<file path="config.mk">
export PLATFORM = sky130hd
export DESIGN_NAME = fuzzy_setpoint_inference_top_flat
export DESIGN_NICKNAME = d
export VERILOG_FILES = /design/src/rtl/core/fsi_pkg.sv /design/src/rtl/core/fsi_if.sv /design/src/rtl/core/fuzzy_setpoint_inference_top.sv /design/src/rtl/core/fsi_quotient.sv /design/src/flat_wrapper.sv
export SDC_FILE = /design/constraint.sdc
export NUM_CORES = 2
export LEC_CHECK = 0
export BUFFER_PORTS_ARGS = -buffer_cell sky130_fd_sc_hd__buf_2
export CELL_PAD_IN_SITES_DETAIL_PLACEMENT = 1
export CELL_PAD_IN_SITES_GLOBAL_PLACEMENT = 1
export CORE_AREA = 2 2 334 336
export CTS_BUF_LIST = sky130_fd_sc_hd__clkbuf_8
export DETAILED_ROUTE_END_ITERATION = 12
export DIE_AREA = 0 0 336 338
export GPL_TIMING_DRIVEN = 0
export MAX_ROUTING_LAYER = met4
export PLACE_DENSITY_LB_ADDON = 0.1
export RECOVER_POWER = 50
export SETUP_SLACK_MARGIN = 0.1
export SLEW_MARGIN = 20
export SYNTH_ARGS = -nofsm -noshare
export SYNTH_HDL_FRONTEND = slang
export SYNTH_SLANG_ARGS = --single-unit
</file>
<file path="constraint.sdc">
create_clock -name clock -period 9.6 [get_ports clock]
set_clock_uncertainty 0.1 [all_clocks]
set_input_delay 1.92 -clock clock [delete_from_list [all_inputs] [get_ports clock]]
set_output_delay 1.92 -clock clock [all_outputs]
set_load 0.03 [all_outputs]
</file>
<file path="src/rtl/core/fsi_pkg.sv">
package fsi_pkg;

   // field and datapath widths
   localparam int TEMP_W     = 8;
   localparam int COUNT_W    = 8;
   localparam int GRADE_W    = 6;   // memberships in 1/60 units, 0..60
   localparam int TERM_W     = 17;  // one rule's share of the numerator, up to 108000
   localparam int NUM_W      = 20;  // nine terms summed
   localparam int STRENGTH_W = 10;  // nine strengths summed, up to 540
   localparam int DEN_W      = 15;  // 60 times the strength sum
   localparam int SETPOINT_W = 5;

   localparam int NUM_GRADES = 3;
   localparam int NUM_RULES  = NUM_GRADES * NUM_GRADES;

   // the quotient always lands in 16..30 when any rule fires
   localparam int QUOT_MIN   = 16;
   localparam int QUOT_STEPS = 14;  // thresholds 17..30
   localparam int CNT_W      = 4;

   localparam int GRADE_FULL = 60;

   typedef logic signed [TEMP_W-1:0] temp_type;
   typedef logic [COUNT_W-1:0]       count_type;
   typedef logic [GRADE_W-1:0]       grade_type;
   typedef logic [TERM_W-1:0]        term_type;
   typedef logic [NUM_W-1:0]         num_type;
   typedef logic [STRENGTH_W-1:0]    strength_type;
   typedef logic [DEN_W-1:0]         den_type;
   typedef logic [SETPOINT_W-1:0]    setpoint_type;

   // rule index is temp_grade * 3 + occupancy_grade; set bits use Z = 30 - 14a
   // (all warm rules and comfortable-with-many)
   localparam logic [NUM_RULES-1:0] FALLING_RULES = 9'b111_100_000;

   typedef struct packed {
      logic valid;
      logic advance;
   } stage_ctl_type;

   function automatic grade_type grade_cool(input temp_type t);
      grade_type g;
      unique case (t)
         8'sd21:  g = 6'd30;
         8'sd22:  g = 6'd60;
         8'sd23:  g = 6'd30;
         default: g = '0;
      endcase
      return g;
   endfunction

   function automatic grade_type grade_comfy(input temp_type t);
      grade_type g;
      unique case (t)
         8'sd23:  g = 6'd20;
         8'sd24:  g = 6'd40;
         8'sd25:  g = 6'd60;
         8'sd26:  g = 6'd40;
         8'sd27:  g = 6'd20;
         default: g = '0;
      endcase
      return g;
   endfunction

   function automatic grade_type grade_warm(input temp_type t);
      grade_type g;
      unique case (t)
         8'sd27:  g = 6'd60;
         8'sd28:  g = 6'd45;
         8'sd29:  g = 6'd30;
         8'sd30:  g = 6'd15;
         default: g = '0;
      endcase
      return g;
   endfunction

   function automatic grade_type grade_few(input count_type c);
      grade_type g;
      grade_type d;
      d = GRADE_W'(8'd15 - c);
      priority if (c <= 8'd10) begin
         g = 6'd60;
      end else if (c <= 8'd15) begin
         g = GRADE_W'(d * 6'd12);
      end else begin
         g = '0;
      end
      return g;
   endfunction

   function automatic grade_type grade_some(input count_type c);
      grade_type g;
      grade_type up;
      grade_type dn;
      up = GRADE_W'(c - 8'd10);
      dn = GRADE_W'(8'd30 - c);
      priority if (c <= 8'd10) begin
         g = '0;
      end else if (c <= 8'd15) begin
         g = GRADE_W'(up * 6'd12);
      end else if (c <= 8'd20) begin
         g = 6'd60;
      end else if (c <= 8'd30) begin
         g = GRADE_W'(dn * 6'd6);
      end else begin
         g = '0;
      end
      return g;
   endfunction

   function automatic grade_type grade_many(input count_type c);
      grade_type g;
      grade_type up;
      up = GRADE_W'(c - 8'd20);
      priority if (c <= 8'd20) begin
         g = '0;
      end else if (c <= 8'd30) begin
         g = GRADE_W'(up * 6'd6);
      end else begin
         g = 6'd60;
      end
      return g;
   endfunction

endpackage

</file>
<file path="src/rtl/core/fsi_if.sv">
interface fsi_req_if;
   logic                valid;
   logic                ready;
   fsi_pkg::temp_type   room_temp;
   fsi_pkg::count_type  people_count;

   modport source (output valid, room_temp, people_count, input ready);
   modport sink   (input valid, room_temp, people_count, output ready);
endinterface

interface fsi_rsp_if;
   logic                   valid;
   logic                   ready;
   fsi_pkg::setpoint_type  setpoint;
   logic                   valid_res;

   modport source (output valid, setpoint, valid_res, input ready);
   modport sink   (input valid, setpoint, valid_res, output ready);
endinterface

</file>
<file path="src/rtl/core/fuzzy_setpoint_inference_top.sv">
// Fuzzy cooling-setpoint inference, Tsukamoto style, exact integer arithmetic.
// Each request transaction carries a signed room temperature and an occupancy
// count; each yields exactly one response transaction with the setpoint
// (16..30 degrees) and valid_res, which is 0 (with setpoint 0) when no rule
// fires, e.g. for any temperature outside 21..30. The block is a six-stage
// pipeline (grading, rule min, rule terms, sums, threshold compares, output
// register) and takes one transaction every cycle while the sink keeps ready
// high. The whole pipe moves on one advance signal, so a stall on the response
// side freezes every stage and ready drops until the output register drains.
// Division by 60*S is done with a bank of fourteen compares, since the
// quotient is known to lie in 16..30.
module fuzzy_setpoint_inference_top (
   input logic        clock,
   input logic        reset,
   fsi_req_if.sink    req_chan,
   fsi_rsp_if.source  rsp_chan
);

   // pipe moves when the output register is empty or being taken
   logic                   advance;
   logic                   out_valid;
   fsi_pkg::stage_ctl_type q_ctl;

   assign advance        = !out_valid || rsp_chan.ready;
   assign req_chan.ready = advance;

   // stage 1: temperature and occupancy grades
   fsi_pkg::grade_type tg_in [fsi_pkg::NUM_GRADES];
   fsi_pkg::grade_type og_in [fsi_pkg::NUM_GRADES];
   fsi_pkg::grade_type tg_ff [fsi_pkg::NUM_GRADES];
   fsi_pkg::grade_type og_ff [fsi_pkg::NUM_GRADES];
   logic               v1_ff;

   always_comb begin
      tg_in[0] = fsi_pkg::grade_cool(req_chan.room_temp);
      tg_in[1] = fsi_pkg::grade_comfy(req_chan.room_temp);
      tg_in[2] = fsi_pkg::grade_warm(req_chan.room_temp);
      og_in[0] = fsi_pkg::grade_few(req_chan.people_count);
      og_in[1] = fsi_pkg::grade_some(req_chan.people_count);
      og_in[2] = fsi_pkg::grade_many(req_chan.people_count);
   end

   always_ff @(posedge clock) begin
      if (reset) begin
         v1_ff <= 1'b0;
      end else if (advance) begin
         v1_ff <= req_chan.valid;
      end
      if (advance) begin
         tg_ff <= tg_in;
         og_ff <= og_in;
      end
   end

   // stage 2: rule strengths, min of each temperature/occupancy pair
   fsi_pkg::grade_type m_in [fsi_pkg::NUM_RULES];
   fsi_pkg::grade_type m_ff [fsi_pkg::NUM_RULES];
   logic               v2_ff;

   always_comb begin
      for (int i = 0; i < fsi_pkg::NUM_GRADES; i++) begin
         for (int j = 0; j < fsi_pkg::NUM_GRADES; j++) begin
            m_in[i*fsi_pkg::NUM_GRADES + j] = (tg_ff[i] < og_ff[j]) ? tg_ff[i] : og_ff[j];
         end
      end
   end

   always_ff @(posedge clock) begin
      if (reset) begin
         v2_ff <= 1'b0;
      end else if (advance) begin
         v2_ff <= v1_ff;
      end
      if (advance) begin
         m_ff <= m_in;
      end
   end

   // stage 3: per-rule numerator terms (60*Z*a) and strength sum
   //   rising:  960a + 14a^2     falling: 1800a - 14a^2
   fsi_pkg::term_type     term_in [fsi_pkg::NUM_RULES];
   fsi_pkg::term_type     term_ff [fsi_pkg::NUM_RULES];
   fsi_pkg::term_type     sq14 [fsi_pkg::NUM_RULES];
   fsi_pkg::strength_type s_in, s_ff;
   logic                  v3_ff;

   always_comb begin
      s_in = '0;
      for (int r = 0; r < fsi_pkg::NUM_RULES; r++) begin
         sq14[r] = fsi_pkg::TERM_W'(m_ff[r]) * fsi_pkg::TERM_W'(m_ff[r])
                   * fsi_pkg::TERM_W'(14);
         if (fsi_pkg::FALLING_RULES[r]) begin
            term_in[r] = fsi_pkg::TERM_W'(m_ff[r]) * fsi_pkg::TERM_W'(1800) - sq14[r];
         end else begin
            term_in[r] = fsi_pkg::TERM_W'(m_ff[r]) * fsi_pkg::TERM_W'(960) + sq14[r];
         end
         s_in = s_in + fsi_pkg::STRENGTH_W'(m_ff[r]);
      end
   end

   always_ff @(posedge clock) begin
      if (reset) begin
         v3_ff <= 1'b0;
      end else if (advance) begin
         v3_ff <= v2_ff;
      end
      if (advance) begin
         term_ff <= term_in;
         s_ff    <= s_in;
      end
   end

   // stage 4: numerator sum and denominator 60*S
   fsi_pkg::num_type n_in, n_ff;
   fsi_pkg::den_type d_in, d_ff;
   logic             v4_ff;

   always_comb begin
      n_in = '0;
      for (int r = 0; r < fsi_pkg::NUM_RULES; r++) begin
         n_in = n_in + fsi_pkg::NUM_W'(term_ff[r]);
      end
      d_in = fsi_pkg::DEN_W'(s_ff) * fsi_pkg::DEN_W'(fsi_pkg::GRADE_FULL);
   end

   always_ff @(posedge clock) begin
      if (reset) begin
         v4_ff <= 1'b0;
      end else if (advance) begin
         v4_ff <= v3_ff;
      end
      if (advance) begin
         n_ff <= n_in;
         d_ff <= d_in;
      end
   end

   // stages 5 and 6: threshold compares, then quotient into the output register
   assign q_ctl.valid   = v4_ff;
   assign q_ctl.advance = advance;

   fsi_quotient u_quotient (
      .clock     (clock),
      .reset     (reset),
      .ctl       (q_ctl),
      .num       (n_ff),
      .den       (d_ff),
      .setpoint  (rsp_chan.setpoint),
      .valid_res (rsp_chan.valid_res),
      .out_valid (out_valid)
   );

   assign rsp_chan.valid = out_valid;

   // a fired rule set always gives a quotient in 16..30
   a_quot_range : assert property (@(posedge clock) disable iff (reset)
      (v4_ff && d_ff != '0) |->
         (n_ff >= fsi_pkg::NUM_W'(d_ff) * fsi_pkg::NUM_W'(fsi_pkg::QUOT_MIN)) &&
         (n_ff < fsi_pkg::NUM_W'(d_ff) * fsi_pkg::NUM_W'(31)))
      else $error("numerator outside 16..30 times denominator");

   a_valid_range : assert property (@(posedge clock) disable iff (reset)
      (rsp_chan.valid && rsp_chan.valid_res) |->
         (rsp_chan.setpoint >= fsi_pkg::SETPOINT_W'(fsi_pkg::QUOT_MIN)) &&
         (rsp_chan.setpoint <= fsi_pkg::SETPOINT_W'(30)))
      else $error("valid setpoint out of range");

   a_invalid_zero : assert property (@(posedge clock) disable iff (reset)
      (rsp_chan.valid && !rsp_chan.valid_res) |-> rsp_chan.setpoint == '0)
      else $error("invalid result carries nonzero setpoint");

endmodule

</file>
<file path="src/rtl/core/fsi_quotient.sv">
module fsi_quotient (
   input  logic                   clock,
   input  logic                   reset,
   input  fsi_pkg::stage_ctl_type ctl,
   input  fsi_pkg::num_type       num,
   input  fsi_pkg::den_type       den,
   output fsi_pkg::setpoint_type  setpoint,
   output logic                   valid_res,
   output logic                   out_valid
);

   // compare bank: bit k is set when num >= den * (17 + k)
   logic [fsi_pkg::QUOT_STEPS-1:0] ge_in, ge_ff;
   logic                           nz_in, nz_ff;
   logic                           v5_ff;

   fsi_pkg::setpoint_type sp_in, sp_ff;
   logic                  vr_ff;
   logic                  v6_ff;
   logic [fsi_pkg::CNT_W-1:0] cnt;

   always_comb begin
      for (int k = 0; k < fsi_pkg::QUOT_STEPS; k++) begin
         ge_in[k] = num >= (fsi_pkg::NUM_W'(den)
                            * fsi_pkg::NUM_W'(fsi_pkg::QUOT_MIN + 1 + k));
      end
      nz_in = den != '0;
   end

   always_ff @(posedge clock) begin
      if (reset) begin
         v5_ff <= 1'b0;
      end else if (ctl.advance) begin
         v5_ff <= ctl.valid;
      end
      if (ctl.advance) begin
         ge_ff <= ge_in;
         nz_ff <= nz_in;
      end
   end

   // thresholds are monotonic, so the count of passed ones is the quotient offset
   always_comb begin
      cnt = '0;
      for (int k = 0; k < fsi_pkg::QUOT_STEPS; k++) begin
         cnt = cnt + fsi_pkg::CNT_W'(ge_ff[k]);
      end
      sp_in = nz_ff ? fsi_pkg::SETPOINT_W'(fsi_pkg::QUOT_MIN)
                      + fsi_pkg::SETPOINT_W'(cnt)
                    : '0;
   end

   always_ff @(posedge clock) begin
      if (reset) begin
         v6_ff <= 1'b0;
      end else if (ctl.advance) begin
         v6_ff <= v5_ff;
      end
      if (ctl.advance) begin
         sp_ff <= sp_in;
         vr_ff <= nz_ff;
      end
   end

   assign setpoint  = sp_ff;
   assign valid_res = vr_ff;
   assign out_valid = v6_ff;

endmodule
</file>
<file path="src/flat_wrapper.sv">
// flat-port wrapper written by rule: the top's interface ports become plain ports
module fuzzy_setpoint_inference_top_flat 
  (clock, reset, req_chan_valid, req_chan_room_temp, req_chan_people_count, req_chan_ready, rsp_chan_valid, rsp_chan_setpoint, rsp_chan_valid_res, rsp_chan_ready);
  fsi_req_if req_chan_i ();
  fsi_rsp_if rsp_chan_i ();
  input logic clock;
  input logic reset;
  input wire logic [$bits(req_chan_i.valid)-1:0] req_chan_valid;
  input wire logic [$bits(req_chan_i.room_temp)-1:0] req_chan_room_temp;
  input wire logic [$bits(req_chan_i.people_count)-1:0] req_chan_people_count;
  output wire logic [$bits(req_chan_i.ready)-1:0] req_chan_ready;
  output wire logic [$bits(rsp_chan_i.valid)-1:0] rsp_chan_valid;
  output wire logic [$bits(rsp_chan_i.setpoint)-1:0] rsp_chan_setpoint;
  output wire logic [$bits(rsp_chan_i.valid_res)-1:0] rsp_chan_valid_res;
  input wire logic [$bits(rsp_chan_i.ready)-1:0] rsp_chan_ready;
  assign req_chan_i.valid = req_chan_valid;
  assign req_chan_i.room_temp = req_chan_room_temp;
  assign req_chan_i.people_count = req_chan_people_count;
  assign req_chan_ready = req_chan_i.ready;
  assign rsp_chan_valid = rsp_chan_i.valid;
  assign rsp_chan_setpoint = rsp_chan_i.setpoint;
  assign rsp_chan_valid_res = rsp_chan_i.valid_res;
  assign rsp_chan_i.ready = rsp_chan_ready;
  fuzzy_setpoint_inference_top u_core (.clock(clock), .reset(reset), .req_chan(req_chan_i), .rsp_chan(rsp_chan_i));
endmodule
</file>
==> flow_metrics.env <==
export IMPL_worst_pin_slew_ns=5.533
export IMPL_firstDrtPassIters=7
export IMPL_design_area_um2=52850
export IMPL_num_rows=122
export IMPL_wl_met1_um=58050
export IMPL_grt_pass1_wl_um=214600
export IMPL_gp_congestion=0.8550
export IMPL_hold_slack_ns=0.3825
export IMPL_critPathLaunchType="register"
export IMPL_arrival_ns=8.09
export IMPL_yosysWarnings=0
export IMPL_layout_setup_ws_ns=1.900
export IMPL_slowest_delay_ns=0.61
export IMPL_fill_cells=12580
export IMPL_highest_layer="met4"
export IMPL_syn_area_um2=49210
export IMPL_cts_tree="yes"
export IMPL_drive_gt1_share_pct=3.660
export IMPL_worstSetupEndpointType="register"
export IMPL_ant_nets=0
export IMPL_wl_met2_um=68390
export IMPL_drc=0
export IMPL_critical_path_class="reg2reg"
export IMPL_hold_path_class="reg2reg"
export IMPL_slowest_stage="edfxtp_1"
export IMPL_drv_cap=1
export IMPL_htree_levels=2
export IMPL_violations="capacitance limit, slew limit"
export IMPL_startpoint="u_core.m_ff[4]$_DFFE_PP_"
export IMPL_ys_flop_type="edfxtp_1"
export IMPL_min_delay_start="u_core.v4_ff$_SDFFE_PP0P_"
export IMPL_syn_mean_instance_area_um2=9.564
export IMPL_cpMostUsedCell="inv_1"
export IMPL_final_hold_viol_count=0
export IMPL_r2r_start="u_core.m_ff[4]$_DFFE_PP_"
export IMPL_maxSlewHeadroom_pct=-268.8
export IMPL_period_minus_slack_ns=7.700
export IMPL_seq_area_um2=7777
export IMPL_drt_wl_total_um=133500
export IMPL_cts_buffers=53
export IMPL_synthCells=5145
export IMPL_antenna_found_initial=2
export IMPL_outcome="finished, violations left"
export IMPL_clockRootBuffer="clkbuf_8"
export IMPL_vias=36060
export IMPL_synth_seq_cells=261
export IMPL_clk_latency_ns=0.72
export IMPL_die_x_um=336
export IMPL_hold_buffers=0
export IMPL_nNetsFinal=6781
export IMPL_min_period_over_period_pct=80.21
export IMPL_ios=28
export IMPL_post_cts_buffers=0
export IMPL_clock_path_buffers=3
export IMPL_port_buffers=25
export IMPL_drtIter0Drc=1171
export IMPL_initial_core_util_pct=44.71
export IMPL_synth_async_sr_flop_share_pct=0
export IMPL_overflow=0
export IMPL_cp_required_ns=9.99
export IMPL_finalSetupViolCount=0
export IMPL_cts_resized=0
export IMPL_dp_hpwl_um=113000
export IMPL_grt_usage_pct=24.91
export IMPL_grt_max_degree=101
export IMPL_multiInputGateArea_um2=37730
export IMPL_clkSinkCount=261
export IMPL_dr_wl_met3_um=2390
export IMPL_areaGrowthSynthToFinish_pct=7.412
export IMPL_clkTransAtPathRegs_ns=0.07
export IMPL_pre_cts_slack_ns=1.974
export IMPL_cp_max_fo=7
export IMPL_timing_fmax_ghz=0.1299
export IMPL_core_area_um2=110100
export IMPL_yosysSeqAreaShare_pct=15.81
export IMPL_die_area_um2=113600
export IMPL_dpl_cell_area_um2=51780
export IMPL_wl_per_cell_um=19.66
export IMPL_utilization_pct=48.02
export IMPL_die_height_um=338
export IMPL_first_global_vias=39550
export IMPL_synth_cell_type_count=74
export IMPL_synth_edff_count=255
export IMPL_rsz0062_at_grt="false"
export IMPL_via_per_inst=5.310
export IMPL_drv_slew=101
==> registers in the layout, summed over array words and instances, names as in the netlist <==
signal and cells:
u_core.u_quotient.v5_ff 1, u_core.u_quotient.valid_res 1, u_core.u_quotient.ge_ff 14, u_core.v1_ff 1
u_core.v4_ff 1, u_core.og_ff 14, u_core.m_ff 47, u_core.d_ff 13
u_core.term_ff 121, u_core.u_quotient.setpoint 5, u_core.u_quotient.out_valid 1, u_core.tg_ff 10
u_core.u_quotient.nz_ff 1, u_core.v2_ff 1, u_core.v3_ff 1, u_core.n_ff 19
u_core.s_ff 10
==> path summary, 6_finish.rpt <==
path	depth (start not counted)	slack [ns]	end
setup / recovery	26	1.90	u_core.term_ff[16]$_DFFE_PP_
hold reg to reg	2	0.38	u_core.u_quotient.v5_ff$_SDFFE_PP0P_
setup reg to reg	26	1.90	u_core.term_ff[16]$_DFFE_PP_
hold / removal	2	0.38	u_core.u_quotient.v5_ff$_SDFFE_PP0P_
==> cells in the final DEF, fill, tap and decap left out, drive strengths merged, types with 15 or more instances in the layout <==
cell	synthesis	routed
nand2b	55	55
edfxtp	255	255
xnor2	298	298
nand2	169	169
a31oi	30	30
and2	38	38
o21a	56	56
buf	1	51
mux2i	15	15
inv	977	987
nor2b	59	59
nor3	45	45
a21boi	21	21
o21bai	73	73
a21o	209	209
clkbuf	11	68
o21ai	189	189
nand3	52	52
mux2	32	32
clkinv	1	26
nor2	200	200
fa	445	445
ha	1058	1058
a31o	24	24
a211oi	26	26
nand4	30	30
o31ai	24	24
xor2	174	174
a21oi	381	381
==> metrics by stage <==
step           setup TNS (ns)  cells
2_1_floorplan               0   5149
3_3_place_gp          -243.68   6662
3_5_place_dp                0   6691
4_1_cts                     0   6788
5_1_grt                     0   6790
6_report                    0   6790
==> layout make-up <==
class	count	share of cell area, %
multi-input combinational	3898	71.38
clock inverter	44	0.7173
tap	1488	3.522
timing repair buffer	54	1.226
sequential	261	14.71
antenna	2	0.009469
buffer	12	0.08759
inverter	978	6.962
clock buffer	53	1.380
==> synth_stat cells, types with 26 or more instances <==
| library cell | n | area share (%) |
|---|---|---|
| ha_1 | 1058 | 27 |
| inv_1 | 977 | 7.5 |
| fa_1 | 445 | 18 |
| a21oi_1 | 381 | 3.9 |
| xnor2_1 | 298 | 5.3 |
| edfxtp_1 | 255 | 16 |
| a21o_1 | 209 | 3.2 |
| nor2_1 | 200 | 1.5 |
| o21ai_0 | 184 | 1.9 |
| xor2_1 | 174 | 3.1 |
| nand2_1 | 169 | 1.3 |
| o21bai_1 | 73 | 1.1 |
| nor2b_1 | 59 | 0.75 |
| o21a_1 | 56 | 0.85 |
| nand2b_1 | 55 | 0.70 |
| nand3_1 | 52 | 0.53 |
| nor3_1 | 45 | 0.46 |
| and2_1 | 38 | 0.48 |
| mux2_2 | 32 | 0.73 |
| nand4_1 | 30 | 0.38 |
| a31oi_1 | 29 | 0.37 |
| a211oi_1 | 26 | 0.40 |
==> logic make-up after synthesis <==
logic type               after synthesis  share of synthesized area, %
flip-flops                           261                         15.81
AND/OR/NAND/NOR                      726                         7.267
XOR/XNOR                             472                         8.401
multiplexers                          47                         1.037
AO/OA/AOI/OAI                       1144                         14.91
buffers and inverters                990                         7.554
adder cells (fa/ha/maj)             1503                         45.01
other                                  2                       0.01526
==> critical path, delay by kind of cell, from the launching register on <==
| family | cells | cell delay, ns |
|---|---|---|
| xor gates and xnor gates | 3 | 0.75 |
| and+or+nand+nor | 3 | 0.70 |
| AOI/OAI and AO/OA | 8 | 1.64 |
| DFF | 1 | 0.61 |
| buffers and inverters | 5 | 0.68 |
| adders and majority gates | 7 | 3.00 |
==> layer usage <==
metal	global-route usage, %	up-vias
met5	-	-
met4	7.852	0
met3	1.996	164
met2	45.36	285
met1	29.06	17900
li1	-	17710
Power is not shown: default switching activity piles up to over one toggle a cycle in this logic, so the estimate is an artifact.
